### src/rtl/core/assert_macros.svh
// ----------------------------------------------------------------------------
// Assertion macros
// Shared concurrent assertion wrappers for the piece table lookup RTL.
// ----------------------------------------------------------------------------
`ifndef ASSERT_MACROS_SVH
`define ASSERT_MACROS_SVH

`ifndef ASSERT_OFF
// Checked on every rising edge while the synchronous reset is released.
`define ASSERT_RST(lbl, clk, rst_n, prop, msg) \
    lbl: assert property (@(posedge clk) disable iff (!rst_n) prop) else $error(msg);
// Checked on every rising edge, reset included.
`define ASSERT_ALL(lbl, clk, prop, msg) \
    lbl: assert property (@(posedge clk) prop) else $error(msg);
`else
`define ASSERT_RST(lbl, clk, rst_n, prop, msg)
`define ASSERT_ALL(lbl, clk, prop, msg)
`endif

`endif

### src/rtl/core/ptpl_pkg.sv
// ----------------------------------------------------------------------------
// Piece table lookup package
// Shared widths, opcodes and the request record that walks the cell chain.
// ----------------------------------------------------------------------------
`timescale 1ns / 1ps

package ptpl_pkg;

    localparam int MAX_PIECES_DEF = 256;
    localparam int IDX_W          = 9;
    localparam int WORD_W         = 32;

    typedef enum logic [1:0] {
        OP_WR_BND  = 2'd0,
        OP_WR_DESC = 2'd1,
        OP_QUERY   = 2'd2,
        OP_NOP     = 2'd3
    } t_op;

    // One request in flight. For a query, word_b holds the position until a
    // cell matches; from then on word_a is the boundary and word_b the
    // descriptor of the matching piece.
    typedef struct packed {
        logic                valid;
        t_op                 op;
        logic [IDX_W-1:0]    idx;
        logic [WORD_W-1:0]   word_a;
        logic [WORD_W-1:0]   word_b;
        logic                hit;
    } t_stage;

endpackage

### src/rtl/core/ptpl_cell.sv
// ----------------------------------------------------------------------------
// Piece table cell
// Holds one piece: its upper boundary and its descriptor, and tests queries.
// ----------------------------------------------------------------------------
`timescale 1ns / 1ps

module ptpl_cell #(
    parameter int K = 0
) (
    input  logic                     i_clk,
    input  logic                     i_rst_n,
    input  logic                     i_adv,
    input  logic [ptpl_pkg::IDX_W-1:0] i_cnt,
    input  ptpl_pkg::t_stage         i_stage,
    output ptpl_pkg::t_stage         o_stage
);

    localparam logic [31:0] K_W      = 32'(K);
    localparam logic [31:0] K_NEXT_W = 32'(K + 1);
    localparam logic [ptpl_pkg::IDX_W-1:0] K_IDX = ptpl_pkg::IDX_W'(K);

    logic [ptpl_pkg::WORD_W-1:0] r_bnd;
    logic [ptpl_pkg::WORD_W-1:0] r_desc;
    ptpl_pkg::t_stage            r_stage;
    ptpl_pkg::t_stage            n_stage;

    logic [31:0] idx_w;
    logic [31:0] cnt_w;
    logic        wr_bnd;
    logic        wr_desc;
    logic        hit;

    assign idx_w = {{(32 - ptpl_pkg::IDX_W){1'b0}}, i_stage.idx};
    assign cnt_w = {{(32 - ptpl_pkg::IDX_W){1'b0}}, i_cnt};

    // This cell stores boundary entry K+1 and descriptor entry K.
    assign wr_bnd  = i_stage.valid && (i_stage.op == ptpl_pkg::OP_WR_BND)
                     && (idx_w == K_NEXT_W);
    assign wr_desc = i_stage.valid && (i_stage.op == ptpl_pkg::OP_WR_DESC)
                     && (idx_w == K_W);
    assign hit     = i_stage.valid && (i_stage.op == ptpl_pkg::OP_QUERY)
                     && !i_stage.hit && (K_W < cnt_w) && (r_bnd > i_stage.word_b);

    always_comb begin
        n_stage = i_stage;
        if (hit) begin
            n_stage.hit    = 1'b1;
            n_stage.idx    = K_IDX;
            n_stage.word_a = r_bnd;
            n_stage.word_b = r_desc;
        end
    end

    // Only the valid bit is reset; the payload follows it through the chain.
    always_ff @(posedge i_clk) begin
        if (!i_rst_n) begin
            r_stage.valid <= 1'b0;
        end else if (i_adv) begin
            r_stage.valid <= n_stage.valid;
        end
        if (i_adv) begin
            r_stage.op     <= n_stage.op;
            r_stage.idx    <= n_stage.idx;
            r_stage.word_a <= n_stage.word_a;
            r_stage.word_b <= n_stage.word_b;
            r_stage.hit    <= n_stage.hit;
            if (wr_bnd) begin
                r_bnd <= i_stage.word_a;
            end
            if (wr_desc) begin
                r_desc <= i_stage.word_a;
            end
        end
    end

    assign o_stage = r_stage;

endmodule

### config.mk
export PLATFORM = sky130hd
export DESIGN_NAME = ptpl_cell
export DESIGN_NICKNAME = d
export VERILOG_FILES = /design/src/rtl/core/assert_macros.svh /design/src/rtl/core/ptpl_pkg.sv /design/src/rtl/core/ptpl_cell.sv
export SDC_FILE = /design/constraint.sdc
export NUM_CORES = 1
export LEC_CHECK = 0
export BUFFER_PORTS_ARGS = -buffer_cell sky130_fd_sc_hd__clkbuf_2
export CAP_MARGIN = 20
export CORE_ASPECT_RATIO = 0.7
export CORE_MARGIN = 2
export CORE_UTILIZATION = 53
export CTS_CLUSTER_DIAMETER = 100
export DETAILED_ROUTE_END_ITERATION = 7
export GPL_TIMING_DRIVEN = 1
export PLACE_DENSITY = 0.85
export RECOVER_POWER = 25
export SLEW_MARGIN = 5
export SYNTH_ARGS = -nofsm -noshare
export SYNTH_HDL_FRONTEND = slang
export SYNTH_SLANG_ARGS = --single-unit
export TNS_END_PERCENT = 5
### constraint.sdc
create_clock -name i_clk -period 5.88 [get_ports i_clk]
set_input_delay 0.882 -clock i_clk [delete_from_list [all_inputs] [get_ports i_clk]]
set_output_delay 0.882 -clock i_clk [all_outputs]
set_load 0.02 [all_outputs]
# == Yosys cells after proc, flatten, opt, wreduce, memory -nomap -nowiden ==
# Index checks and enable logic that the tools add are counted.
# totals
register_bits,141
input_bits,89
output_inout_bits,77
elab_cells,27
# classes
n_lt_le_gt_ge,2
eq_ne,3
mux,1
n_reduce_logical,13
# ops
operator,n
65-bit 2-to-1 mux,1
32-bit greater-than comparator,1
32-bit logical NOT,1
"9-bit by 1-bit equality test with 1-bit output, second input constant",1
"1-bit by 9-bit < comparator with 1-bit output, first input constant",1
1-bit logical AND,8
2-bit AND reduction,2
"2-bit by 1-bit equality test with 1-bit output, second input constant",1
"2-bit equality test, second input constant",1
2-bit logical NOT,1
1-bit logical NOT,1

# == Longest topological paths before layout ==
# logic_depth
word_depth,6
ltp_mapped,10
ltp_nobuf,8

# == Least setup slack after synthesis ==
# No wires, ideal clock.
# synth_timing
path_kind,in2reg
startpoint,in i_stage[70] (netlist bit)
endpoint,"reg r_bnd[0] (netlist bit), enable pin"
setup_time_ns,0.468
arrival_ns,4.080
required_time_ns,5.412
slack_ns,1.332
path_stages,4
n_path_buf,0
cell_sequence,nor4_1 > nand4_1 > or4_1 > nor3b_1
# synth_via
elab_chain_len,3
# synth_lines
element,line,rtl
from (decl),ptpl_cell.sv:14,"input ptpl_pkg::t_stage i_stage,"
9-bit by 1-bit equality test with 1-bit output,ptpl_cell.sv:38,&& (idx_w == K_NEXT_W);
1-bit logical AND,ptpl_cell.sv:38,
2-bit AND reduction (no line),-,
to (signal assigned),ptpl_cell.sv:68,r_bnd <= i_stage.word_a;
to (decl),ptpl_cell.sv:22,logic [ptpl_pkg::WORD_W-1:0] r_bnd;
# Every way passes these cells.
# A chain may end at the register's enable or synchronous reset.

# == Worst setup path in the final report ==
# layout_timing
startpoint,in i_adv
endpoint,"reg r_bnd[20] (netlist bit), enable pin"
# layout_via
elab_chain_len,1
# layout_lines
element,line,rtl
from (decl),ptpl_cell.sv:12,"input logic i_adv,"
2-bit AND reduction (no line),-,
# Every way passes these cells.

==> impl_metrics.tcl <==
set metrics [dict create \
    outcome "complete, but fails checks" \
    failed_checks "capacitance limit, slew limit" \
    critical_path.max_stage_delay_ns 1.48 \
    rsz0062_at_grt "false" \
    layout_commonest_cell "edfxtp_1" \
    cts_buffer_depth 2 \
    grt_pass1_wl_um 19160 \
    synth.distinct_cells 39 \
    hold_buffers 0 \
    syn_nets 468 \
    start_kind "primary input" \
    max_freq_mhz 264.1 \
    cts_resized 0 \
    critPathKind "in -> reg" \
    synth_simple_gate_area_share_pct 4.114 \
    end_kind "register" \
    cts.sinks 141 \
    crit_path_top_delay_cell "clkbuf_1" \
    holdPathStages 2 \
    worstMarginPinSlew_ns 2.121 \
    power.leakage_nw 3.347 \
    syn2layout_area_growth_pct 25.70 \
    finalCritPeriodShare_pct 64.39 \
    power_w 0.002461 \
    nNetsFinal 650 \
    syn_area_mm2 0.006173 \
    ys_ff_latch 141 \
    hpwl_um 8826 \
    crit_family "buffers and inverters" \
    wire_per_inst_um 18.04 \
    synth_top_family_by_area "multiplexers" \
    reg2reg_from "r_bnd[31]$_DFFE_PP_" \
    cap_violations 1 \
    design_area_mm2 0.007760 \
    slew_viol_final 37 \
    antenna_cells 0 \
    ios 166 \
    pre_cts_slack_ns 2.071 \
    drt_iter0_markers 232 \
    finalWeightedCongestion 0.7640 \
    path_buf_inv 2 \
    grt.total_usage_pct 20.84 \
    multi_input_area_mm2 0.001777 \
    met2WireLength_um 5921 \
    first_pass_iters 4 \
    yosys_warnings 0 \
    p_per_area_mw_per_mm2 317.2 \
    drc 0 \
    grt_pass1_vias 3649 \
    r2r-end "o_stage[12]$_DFFE_PP_" \
    numCtsBuffers 17 \
    r2r_cells 8 \
    hold_viol_final 0 \
    r2r_setup_slack_ns 2.69 \
    regArea_mm2 0.004224 \
    worstPathArrival_ns 3.84 \
    setup_ws_ns 2.094 \
    start_util_pct 55.26 \
    core_area_mm2 0.01117 \
    cp_max_fo 36 \
    hp-class "reg -> reg" \
    wirelength_um 12540 \
    tns_ns 0 \
    clock-root-buffer "clkbuf_16" \
    cts_setup_buffers 0 \
    synth_area_per_cell_um2 17.79 \
    peakVddDrop_mv 0.2263 \
    wl_met3_um 1003 \
    mostFrequentLayoutCells "140 x edfxtp_1, 130 x clkbuf_2, 50 x mux2_4, 36 x clkbuf_1" \
    dieArea_mm2 0.01254 \
    slew-limit-headroom_pct -41.40 \
    vias 3581 \
    fp.dieH_um 94.30 \
    portBuffers 165 \
    grt-ovfl-total 0 \
    critical_path.startpoint "i_adv" \
    drt-vias-per-instance 5.153 \
    postSynthCellCount 347 \
    endpoint "r_bnd[20]$_DFFE_PP_" \
    drive_above_1_share_pct 43.54 \
    timing.final.setup_violations 0 \
    clk_pin_slew_worst_paths_ns 0.06 \
    antenna_found_initial 0 \
    place_area_mm2 0.007186 \
    fin_crit_ns 3.786 \
    synth_compound_area_share_pct 2.919 \
    clock_latency_ns 0.41 \
    synthXorXnorAreaFrac_pct 0 \
    seq_area_frac_synth_pct 68.42 \
    path_depth 5 \
    die_w_um 133.0 \
    h-tree-depth 4 \
    cp.required_ns 5.93 \
    path_cells "clkbuf_1, nand4_1, or4_1, nor3b_2, buf_4" \
    ant_nets 0 \
    cts_tree "built" \
    nFillCells 757 \
    synth_fa_ha_area_share_pct 6.486 \
    rows 32 \
    synthMuxAreaShare_pct 14.88 \
    wl_met1_um 5536 \
    grt_max_degree 44 \
    fin_skew_ns 0.01432 \
    highest_layer "met4" \
]
-- area by class of cell --
class | count | share of cell area (%)
clock inverter | 14 | 2.467
sequential | 141 | 54.43
clock buffer | 18 | 5.530
multi-input combinational | 166 | 22.90
inverter | 32 | 1.548
timing repair buffer | 171 | 10.66
tap | 153 | 2.467
-- routing by layer --
layer / vias to the layer above / track usage [%]
li1: 1700 / -
met1: 1726 / 27.84
met2: 149 / 32.77
met3: 6 / 7.174
met4: 0 / 5.824
met5: - / 0
-- power breakdown --
part	leakage [nW]	switching, W	internal, W	total [W]
clock network	0.304	0.000405	0.000711	0.00112
registers	1.33	0.0000101	0.00114	0.00115
logic	1.72	0.000109	0.0000828	0.000192
total	3.35	0.000524	0.00194	0.00246
-- flip-flops by register name, indices dropped and copies added (netlist names) --
register	flops
r_desc	32
r_bnd	32
o_stage	77
-- worst reg2reg max path, stage by stage, from the launching register on --
cell,delay [ns]
edfxtp_1,0.39
ha_1,0.34
nand4_1,0.20
or3_4,0.46
nor3_2,0.26
a31oi_1,0.17
o31ai_4,0.09
buf_4,0.60
mux2_2,0.42
-- cells in the mapped netlist (all sizes together) --
master / count / share of area, %
clkbuf: 1 / 0.061
nand4: 7 / 0.71
and2: 9 / 0.91
nand2: 6 / 0.36
nor2b: 2 / 0.20
a41o: 1 / 0.16
mux2i: 1 / 0.16
a21boi: 1 / 0.12
a211oi: 2 / 0.24
nand2b: 1 / 0.10
nor3: 2 / 0.24
mux2: 64 / 15
nor3b: 2 / 0.24
nor4: 2 / 0.20
and4: 1 / 0.14
o21a: 1 / 0.12
or4: 1 / 0.12
o211ai: 2 / 0.24
a21oi: 10 / 0.81
o32ai: 1 / 0.14
o21ai: 1 / 0.081
nor4bb: 1 / 0.16
nor2: 3 / 0.18
nand3: 3 / 0.24
ha: 32 / 6.5
or3: 2 / 0.28
o31ai: 1 / 0.12
o41ai: 1 / 0.14
inv: 32 / 1.9
buf: 7 / 1.2
a21o: 4 / 0.49
edfxtp: 140 / 68
o31a: 1 / 0.14
a31oi: 1 / 0.10
dfxtp: 1 / 0.32
-- per-stage QoR --
stage / utilization (%) / hold slack (ns) / cells
2_1_floorplan: - / 0.5246 / 347
3_3_place_gp: 64.33 / 0.5022 / 663
3_5_place_dp: 64.33 / 0.5219 / 663
4_1_cts: 69.88 / 0.5361 / 695
5_1_grt: 69.47 / 0.5657 / 695
6_report: 69.47 / 0.5387 / 695
-- cell families after synthesis --
family,count (synthesis)
AOI/OAI and AO/OA,27
adders and majority gates,32
buffers and inverters,40
DFF,141
muxes,65
and+or+nand+nor,42
-- worst min path at each step --
| stage | from | to |
|---|---|---|
| after floorplan | r_desc[0]$_DFFE_PP_ | o_stage[1]$_DFFE_PP_ |
| after global placement | o_stage[76]$_SDFFE_PN0P_ | o_stage[76]$_SDFFE_PN0P_ |
| after detailed placement | o_stage[76]$_SDFFE_PN0P_ | o_stage[76]$_SDFFE_PN0P_ |
| after CTS | o_stage[76]$_SDFFE_PN0P_ | o_stage[76]$_SDFFE_PN0P_ |
| after global routing | r_desc[25]$_DFFE_PP_ | o_stage[26]$_DFFE_PP_ |
| final | o_stage[76]$_SDFFE_PN0P_ | o_stage[76]$_SDFFE_PN0P_ |
Note: power is estimated with default switching activity, not from simulation.
