`src/rtl/core/assert_macros.svh`:
```
// ----------------------------------------------------------------------------
// Assertion macros
// Shared concurrent assertion wrappers for the piece table lookup RTL.
// ----------------------------------------------------------------------------
`ifndef ASSERT_MACROS_SVH
`define ASSERT_MACROS_SVH

`ifndef ASSERT_OFF
// Checked on every rising edge while the synchronous reset is released.
`define ASSERT_RST(lbl, clk, rst_n, prop, msg) \
    lbl: assert property (@(posedge clk) disable iff (!rst_n) prop) else $error(msg);
// Checked on every rising edge, reset included.
`define ASSERT_ALL(lbl, clk, prop, msg) \
    lbl: assert property (@(posedge clk) prop) else $error(msg);
`else
`define ASSERT_RST(lbl, clk, rst_n, prop, msg)
`define ASSERT_ALL(lbl, clk, prop, msg)
`endif

`endif

```
`src/rtl/core/ptpl_pkg.sv`:
```
// ----------------------------------------------------------------------------
// Piece table lookup package
// Shared widths, opcodes and the request record that walks the cell chain.
// ----------------------------------------------------------------------------
`timescale 1ns / 1ps

package ptpl_pkg;

    localparam int MAX_PIECES_DEF = 256;
    localparam int IDX_W          = 9;
    localparam int WORD_W         = 32;

    typedef enum logic [1:0] {
        OP_WR_BND  = 2'd0,
        OP_WR_DESC = 2'd1,
        OP_QUERY   = 2'd2,
        OP_NOP     = 2'd3
    } t_op;

    // One request in flight. For a query, word_b holds the position until a
    // cell matches; from then on word_a is the boundary and word_b the
    // descriptor of the matching piece.
    typedef struct packed {
        logic                valid;
        t_op                 op;
        logic [IDX_W-1:0]    idx;
        logic [WORD_W-1:0]   word_a;
        logic [WORD_W-1:0]   word_b;
        logic                hit;
    } t_stage;

endpackage

```
`src/rtl/core/ptpl_out.sv`:
```
// ----------------------------------------------------------------------------
// Piece table result register
// Formats the request leaving the chain and holds it until it is taken.
// ----------------------------------------------------------------------------
`timescale 1ns / 1ps

module ptpl_out (
    input  logic                        i_clk,
    input  logic                        i_rst_n,
    input  logic                        i_adv,
    input  logic [ptpl_pkg::IDX_W-1:0]  i_cnt,
    input  ptpl_pkg::t_stage            i_stage,
    output logic                        o_valid,
    output logic                        o_found,
    output logic [ptpl_pkg::IDX_W-1:0]  o_piece_index,
    output logic [ptpl_pkg::WORD_W-1:0] o_next_boundary,
    output logic                        o_wide_chars,
    output logic [ptpl_pkg::WORD_W-1:0] o_file_offset
);

    logic                        r_valid;
    logic                        r_found;
    logic [ptpl_pkg::IDX_W-1:0]  r_piece_index;
    logic [ptpl_pkg::WORD_W-1:0] r_next_boundary;
    logic                        r_wide_chars;
    logic [ptpl_pkg::WORD_W-1:0] r_file_offset;

    logic                        n_found;
    logic [ptpl_pkg::IDX_W-1:0]  n_piece_index;
    logic [ptpl_pkg::WORD_W-1:0] n_next_boundary;
    logic                        n_wide_chars;
    logic [ptpl_pkg::WORD_W-1:0] n_file_offset;
    logic [ptpl_pkg::WORD_W-1:0] desc;

    assign desc = i_stage.word_b;

    always_comb begin
        n_found         = 1'b0;
        n_piece_index   = i_cnt;
        n_next_boundary = '0;
        n_wide_chars    = 1'b0;
        n_file_offset   = '0;
        if (i_stage.hit) begin
            n_found         = 1'b1;
            n_piece_index   = i_stage.idx;
            n_next_boundary = i_stage.word_a;
            n_wide_chars    = !desc[30];
            // With bit 30 set the offset is the descriptor minus bit 30, halved.
            n_file_offset   = desc[30] ? {1'b0, desc[31], 1'b0, desc[29:1]} : desc;
        end
    end

    always_ff @(posedge i_clk) begin
        if (!i_rst_n) begin
            r_valid <= 1'b0;
        end else if (i_adv) begin
            r_valid <= i_stage.valid && (i_stage.op == ptpl_pkg::OP_QUERY);
        end
    end

    always_ff @(posedge i_clk) begin
        if (i_adv) begin
            r_found         <= n_found;
            r_piece_index   <= n_piece_index;
            r_next_boundary <= n_next_boundary;
            r_wide_chars    <= n_wide_chars;
            r_file_offset   <= n_file_offset;
        end
    end

    assign o_valid         = r_valid;
    assign o_found         = r_found;
    assign o_piece_index   = r_piece_index;
    assign o_next_boundary = r_next_boundary;
    assign o_wide_chars    = r_wide_chars;
    assign o_file_offset   = r_file_offset;

endmodule

```
`config.mk`:
```
export PLATFORM = sky130hd
export DESIGN_NAME = ptpl_out
export DESIGN_NICKNAME = d
export VERILOG_FILES = /design/src/rtl/core/assert_macros.svh /design/src/rtl/core/ptpl_pkg.sv /design/src/rtl/core/ptpl_out.sv
export SDC_FILE = /design/constraint.sdc
export NUM_CORES = 1
export LEC_CHECK = 0
export BUFFER_PORTS_ARGS = -buffer_cell sky130_fd_sc_hd__buf_2
export CAP_MARGIN = 20
export CORE_UTILIZATION = 41
export DETAILED_ROUTE_END_ITERATION = 8
export PLACE_DENSITY = 0.76
export SYNTH_ARGS = -nofsm -noshare
export SYNTH_HDL_FRONTEND = slang
export SYNTH_SLANG_ARGS = --single-unit
```
`constraint.sdc`:
```
create_clock -name i_clk -period 0.85 [get_ports i_clk]
set_input_delay 0.085 -clock i_clk [delete_from_list [all_inputs] [get_ports i_clk]]
set_output_delay 0.085 -clock i_clk [all_outputs]
set_load 0.02 [all_outputs]
```
; ---- Word-level counts from Yosys, hierarchy flattened
; Cells that the tools add are included.
[word_totals]
in_bits = 89
register_bits = 76
wordCells = 17
[op_classes]
n_eq_ne = 1
reduce_logical = 4
bitwise = 1
mux = 3
[op_table]
columns = cell, count
row1 = two-way mux 29 bit, 1
row2 = two-way mux 9 bit, 1
row3 = == test 2 bit (second input constant), 1
row4 = AND reduction 2 bit, 1
row5 = OR reduction 2 bit, 1
row6 = logical AND 1 bit, 1
row7 = zero test 1 bit, 1
row8 = two-way mux 1 bit, 1
row9 = NOT 1 bit, 1

; ---- Logic depth before layout (Yosys ltp)
; Gate-level depths: netlist of the first run.
[depth]
ltp_word = 2
ltp_mapped = 4
depth_no_buf = 2

; ---- Worst setup path before layout of the first run
; OpenSTA, ideal clock, no wires.
[synth_path]
path_type = input to register
start = input port i_stage[0] (netlist name)
end = register r_piece_index, in the netlist o_piece_index[0] (data pin)
setup_ns = 0.260
t_required_ns = 0.590
path_buffers = 2
path_stages = 3
path_slack_ns = -0.023
t_arrival_ns = 0.613
path_cell_list = buf_6 -> buf_12 -> mux2_4
[synth_via]
elab_chain_len = 1
[synth_rtl]
columns = item, line
row1 = start: declaration, ptpl_out.sv:12  ; input ptpl_pkg::t_stage i_stage,
row2 = two-way mux 9 bit, ptpl_out.sv:43  ; if (i_stage.hit) begin
row3 = "named net n_piece_index, one bit", ptpl_out.sv:29  ; logic [ptpl_pkg::IDX_W-1:0] n_piece_index;
row4 = end signal: assignment, ptpl_out.sv:64  ; r_piece_index <= n_piece_index;
row5 = end: declaration, ptpl_out.sv:23  ; logic [ptpl_pkg::IDX_W-1:0] r_piece_index;
; The timed path passes the listed nets, and every way through them passes these cells.
; A chain may end at the register's enable or synchronous reset.

; ---- Final worst setup path of the first run
[layout_path]
start = register r_next_boundary, in the netlist o_next_boundary[8]
end = output port o_next_boundary[8] (netlist name)
[layout_rtl]
columns = item, line
row1 = start: declaration, ptpl_out.sv:24  ; logic [ptpl_pkg::WORD_W-1:0] r_next_boundary;
row2 = start signal: assignment, ptpl_out.sv:65  ; r_next_boundary <= n_next_boundary;
row3 = end: declaration, ptpl_out.sv:16  ; output logic [ptpl_pkg::WORD_W-1:0] o_next_boundary,
; No word-level cell between the ends.

==> results by group, run 1 <==
Global route
  • Initial antenna violation count: 0
  • Gr ovfl total: 0
  • Global Route Usage Sum: 16.4%
  • Met1 Usage GRT: between 10% and 20%
  • GR Layer Usage met3: under 10%
  • Largest net degree at the start of global routing: 39
  • Most Crowded Layer GR: met2
  • Global-route wire length before repair: between 10000 and 15000 um
  • Vias in the first global route: between 2000 and 2500
  • Met2 GRT Util: 28.0%

STA
  • Final hold vios: 0
  • RSZ-0062 raised after global routing: yes
  • Relative slew margins: a little under nine tenths
  • Worst hold slack: ~23 ps
  • Post-layout min period: between 900 and 1000 ps
  • Fin crit share: 116%
  • Final WS setup: -133 ps
  • Achievable Freq: 1020 MHz
  • Layout Skew: 0 ps
  • Worst slew pin tran: between 200 and 250 ps
  • # setup viols final: 76
  • Fin. max-slew vios: 0

Yosys
  • Average size of a mapped cell: 16.8 sq um
  • Leading post-synthesis cells by cell area: edfxtp_1 69%, mux2i_1 8.9%, and2_1 6.5%, nor2b_1 5.6%, mux2_4 3.7%
  • EDFF count, synth: 75
  • Synth Register Bits: 76
  • Syn nets: between 200 and 300
  • FFs w/ async S/R, synth: 0%
  • Top-count cell post-synth: edfxtp_1
  • Synth top cells by count: 75 x edfxtp_1, 34 x and2_1, 29 x mux2i_1, 29 x nor2b_1, 8 x mux2_4
  • Seq/Total Area, Yosys: 69.8%
  • Synth warn: 0
  • Synth top area share: 69.2%
  • Netlist Area Pre-Place: about 3300 sq um
  • Area leader, netlist: edfxtp_1
  • Post-Synthesis Cells: around 190
  • Post-synth cell types: 17
  • Synth Flop Type: edfxtp_1

Critical path
  • Crit end category: primary output
  • Number of cells on the critical path: 1
  • CP Class: reg2out
  • Buf/Inv on CP: 1
  • Startpoint types: register
  • Crit path required time: ~760 ps
  • Worst-path cell chain: buf_6
  • Worst path top cell family by delay: flip-flops
  • Worst EP arrival: about 900 ps
  • Reg2Reg Depth: 3
  • Largest stage delay, worst path: 420 ps
  • Crit path max-delay cell type: edfxtp_1
  • Worst-path maximum fanout: 1

Die
  • CORE AREA: 7690 sq um
  • Initial Util: between 40% and 50%
  • Cell Rows: 32
  • Die area: around 8300 sq um
  • Die Ht: roughly 91 um
  • I/O pins: roughly 170
  • Die X: slightly above 90 um

Finish
  • # diodes: 0
  • Area growth, synth to finish: 44.8%
  • Layout cell share with drive strength beyond 1: 53.1%
  • Final #Nets: between 400 and 500

Outcome
  • Status: finished, violations left
  • Failing checks: negative setup slack

Detailed routing
  • TritonRoute pass-1 iters: 6
  • Antenna Nets Post-Route: 0
  • DR vias/cell: approximately 4.6
  • Post-DR wirelength/cell: 14.5 um
  • Routed via count: between 2000 and 2500
  • DRC: 0
  • Initial DRC Count: just under 50
  • DRT Wirelength: just under 7000 um

Pwr
  • PwrDens: between 1500 and 2000 nW/um^2
  • Worst VDD drop: 0.831 mV
  • Total power: a little under 0.009 W
  • Pleak: between 2 and 2.5 nW

Clock tree
  • Clock-pin slew on the worst setup and hold paths: 80 ps
  • TritonCTS Buffers: 9
  • Root Driver: clkbuf_8
  • Clock buffer depth: 2
  • TritonCTS clock tree: built
  • Worst-skew pair later-pin latency: between 300 and 400 ps
  • # H-tree levels: 3
  • Clock net sink count: 76

Min path
  • Hold Crit Depth: 2
  • Hold Path Class: in2reg

Placement
  • Gpl congestion: around 0.7
  • DP HPWL: just under 5000 um
  • Port Buffers: around 160

Job
  • Max Cap Viol: 0
[cells in the final DEF, fill, tap and decap left out, types with 2 or more instances in the layout]
cell	instances
and2_1	34
buf_12	7
buf_2	118
buf_4	4
buf_6	45
clkbuf_1	2
clkbuf_8	9
clkinv_2	2
edfxtp_1	75
mux2_4	8
mux2i_1	29
nor2b_1	29
[layout make-up]
type,count,area (sq um)
timing repair buffer,175,1280
multi-input combinational,106,853
clock inverter,5,52.6
fill,634,2970
tap,102,128
sequential,76,2270
clock buffer,11,131
[cells by family (layout without fill, tap and decap cells)]
kind of cell,count (synthesis),count (layout),share of synthesized area (%)
buffers and inverters,12,191,4.03
and+or+nand+nor,67,67,13.0
AOI/OAI and AO/OA,1,1,0.231
DFF,76,76,69.8
muxes,38,38,12.9
[path summary, 6_finish.rpt]
| check | from | end | slack, ps |
|---|---|---|---|
| setup reg to reg | o_valid | o_valid | 130 |
| hold reg to reg | o_valid | o_valid | 610 |
| setup / recovery | o_next_boundary[8] | o_next_boundary[8] | -130 |
| hold / removal | i_stage[63] | o_next_boundary[30] | 20 |
[power by group]
group | leakage (nW) | internal (W) | total [W] | switching (W)
clock network | 0.0947 | 0.00135 | 0.00263 | 0.00128
logic | 1.23 | 0.000801 | 0.00162 | 0.000814
registers | 0.733 | 0.00447 | 0.00458 | 0.000112
total | 2.06 | 0.00661 | 0.00882 | 0.00220
[stage by stage]
stage / utilization, % / area (sq um) / setup TNS (ps) / std cells / setup slack [ps]
floorplan: - / 3260 / -154 / 194 / -19.3
global placement: 55.0 / 4230 / -4470 / 457 / -143
detailed placement: 55.0 / 4230 / -5070 / 457 / -153
CTS: 59.2 / 4550 / -8860 / 474 / -164
global route: 61.3 / 4720 / -10640 / 475 / -180
finish: 61.3 / 4720 / -7340 / 475 / -133
[sequential cells by signal, indices dropped and copies added (netlist names)]
signal,count
o_wide_chars,1
o_next_boundary,32
o_valid,1
o_found,1
o_piece_index,9
o_file_offset,32
[layer usage]
layer / up-vias / part of all wire, %
li1: 1046 / -
met1: 1017 / 39
met2: 101 / 51
met3: 10 / 8.2
met4: 0 / 1.5
met5: - / 0
[repair_timing]
item	CTS	global route
setup buffers	0	1
hold buffers	1	0
resized for setup	41	50
gates cloned	0	0
endpoints found under the setup margin	76	76
hold endpoints to repair	1	0
No activity file was read; power rests on OpenSTA's default activity.
==> run 2, diff against run 1 <==
Settings changed: CORE_ASPECT_RATIO from default to 0.75, MAX_ROUTING_LAYER from default to met4.
==> results by group, run 2 (same netlist as run 1, synthesis figures left out) <==
Critical path
  • Worst EP arrival: between 800 and 900 ps
  • Reg2reg end: o_valid
  • RR Startpoint: o_valid
  • Reg2Reg Depth: 2
  • Crit end category: primary output
  • Largest stage delay, worst path: 410 ps
  • Crit path max-delay cell type: edfxtp_1
  • Worst Setup SP: o_piece_index[0]
  • Buf/Inv on CP: 1
  • Worst path top cell family by delay: flip-flops
  • Crit path required time: between 700 and 800 ps
  • R2R Setup Slk: 250 ps
  • Startpoint types: register
  • CP Class: reg2out
  • Worst-path cell chain: buf_6
  • Worst-path maximum fanout: 1

Global route
  • Global Route Usage Sum: approximately 17%
  • Largest net degree at the start of global routing: 39
  • Gr ovfl total: 0
  • Vias in the first global route: approximately 2100
  • Global-route wire length before repair: 10300 um
  • Initial antenna violation count: 0

Finish
  • Final #Nets: approximately 460
  • Area growth, synth to finish: 48.4%
  • Final instance area: between 4000 and 5000 sq um
  • # diodes: 0
  • Most frequent cells in the layout: 112 x buf_2, 75 x edfxtp_1, 51 x buf_6, 34 x and2_1
  • Commonest non-fill, non-tap cell in the layout: buf_2
  • Core Util, Final: between 60 and 70%
  • Layout cell share with drive strength beyond 1: 53.2%

Die
  • Die Ht: just under 80 um
  • I/O pins: about 170
  • Cell Rows: 27
  • Die X: between 100 and 150 um
  • Initial Util: a little over two fifths
  • Die area: around 8300 sq um
  • CORE AREA: 7500 sq um

Pwr
  • Cell internal pwr: between 0.006 and 0.007 W
  • Sw Share: a little under a quarter
  • Gate power share: between 15 and 20%
  • Seq pwr share: approximately half
  • Pleak: 2.10 nW
  • P_sw: 0.00219 W
  • Worst VDD drop: between 1 and 1.5 mV
  • PwrDens: about 1900 nW/um^2
  • Clk pwr share: between 30% and 40%

Clock tree
  • Post-CTS Repair Setup Buffers: 0
  • TritonCTS Buffers: 9
  • Clock-pin slew on the worst setup and hold paths: roughly 80 ps
  • # H-tree levels: 3
  • Worst-skew pair later-pin latency: around 330 ps
  • Root Driver: clkbuf_8
  • TritonCTS clock tree: built
  • Clock buffer depth: 2
  • Clock net sink count: 76

Min path
  • Hold Crit Depth: 2
  • Hold Path End: o_next_boundary[4]
  • Hold Crit Start: i_stage[37]
  • Hold Path Class: in2reg

STA
  • Achievable Freq: just over 1000 MHz
  • Total negative setup slack: -7500 ps
  • # setup viols final: 76
  • Layout Skew: 0 ps
  • Fin. max-slew vios: 0
  • Fin crit share: 115%
  • Relative slew margins: 86.0%
  • Worst slew pin tran: between 200 and 250 ps
  • Final hold vios: 0
  • Final WS setup: -128 ps
  • Post-layout min period: approximately 1000 ps
  • RSZ-0062 raised after global routing: yes

Detailed routing
  • Metal3 WL: approximately 600 um
  • Max layer used: met4
  • Routed via count: about 2200
  • DRT Wirelength: 6910 um
  • Post-DR wirelength/cell: 14.4 um
  • Antenna Nets Post-Route: 0
  • Initial DRC Count: 65
  • Met1 WL: 2700 um
  • DRC: 0
  • Met2 wire len: between 3000 and 4000 um
  • TritonRoute pass-1 iters: 4
  • DR vias/cell: around 4.5

Placement
  • DP HPWL: about 5000 um
  • Port Buffers: 164
  • DP Area: around 4300 sq um
  • Gpl congestion: between 0.7 and 0.8

Outcome
  • Failing checks: negative setup slack
  • Status: finished, violations left

Job
  • Max Cap Viol: 0
==> run 2: cell types whose count changed in the layout (fill, tap and decap cells not counted), moves of 2 or more <==
cell,change
clkinv_2,-2
buf_2,-6
buf_4,+2
dlygate4sd3_1,+4
buf_6,+6
clkinvlp_4,+2
clkbuf_1,-2
==> run 2: worst reg2reg max path: cells and delay by family, from the launching register on <==
| family | cells | cell delay, ps |
|---|---|---|
| DFF | 1 | 340 |
| and+or+nand+nor | 1 | 50 |
| AOI/OAI and AO/OA | 1 | 140 |
==> run 2: layout make-up <==
class                      instances  area, sq um
clock inverter                     6         87.6
tap                              101          126
clock buffer                       9          124
sequential                        76         2270
fill                             568         2670
multi-input combinational        106          853
timing repair buffer             181         1370
==> run 2: worst max path at each step <==
| stage | endpoint | slack [ps] | depth (start not counted) |
|---|---|---|---|
| after floorplan | o_piece_index[0] | -20 | 3 |
| after global placement | o_piece_index[4] | -110 | 3 |
| after detailed placement | o_piece_index[6] | -130 | 3 |
| after CTS | o_next_boundary[26] | -170 | 1 |
| after global routing | o_next_boundary[26] | -180 | 1 |
| final | o_piece_index[0] | -130 | 1 |
==> run 2: layer usage <==
| layer | track usage, % | vias up |
|---|---|---|
| met5 | - | - |
| met4 | 6.34 | 0 |
| met3 | 6.08 | 7 |
| met2 | 28.6 | 107 |
| met1 | 18.9 | 989 |
| li1 | - | 1056 |
==> run 2: power groups by stage <==
stage | registers, W | logic, W | clock network (W)
after floorplan | 0.00503 | 0.000369 | 0
final | 0.00458 | 0.00166 | 0.00290
after detailed placement | 0.00462 | 0.00143 | 0
after global placement | 0.00460 | 0.00141 | 0
after global routing | 0.00461 | 0.00177 | 0.00313
after CTS | 0.00456 | 0.00156 | 0.00301
==> run 2: timing repair <==
action | 4_1_cts | 5_1_grt
resized for setup | 47 | 56
hold endpoints to repair | 3 | 0
setup endpoints to repair | 76 | 76
hold buffers | 5 | 0
==> run 2: metrics by stage <==
step	cells	setup WS (ps)	power [W]	hold slack (ps)
after global placement	459	-114	0.00601	339
after detailed placement	459	-132	0.00605	346
after floorplan	194	-19.3	0.00540	184
after CTS	479	-171	0.00912	2.20
after global routing	479	-184	0.00951	13.2
final	479	-128	0.00914	32.5
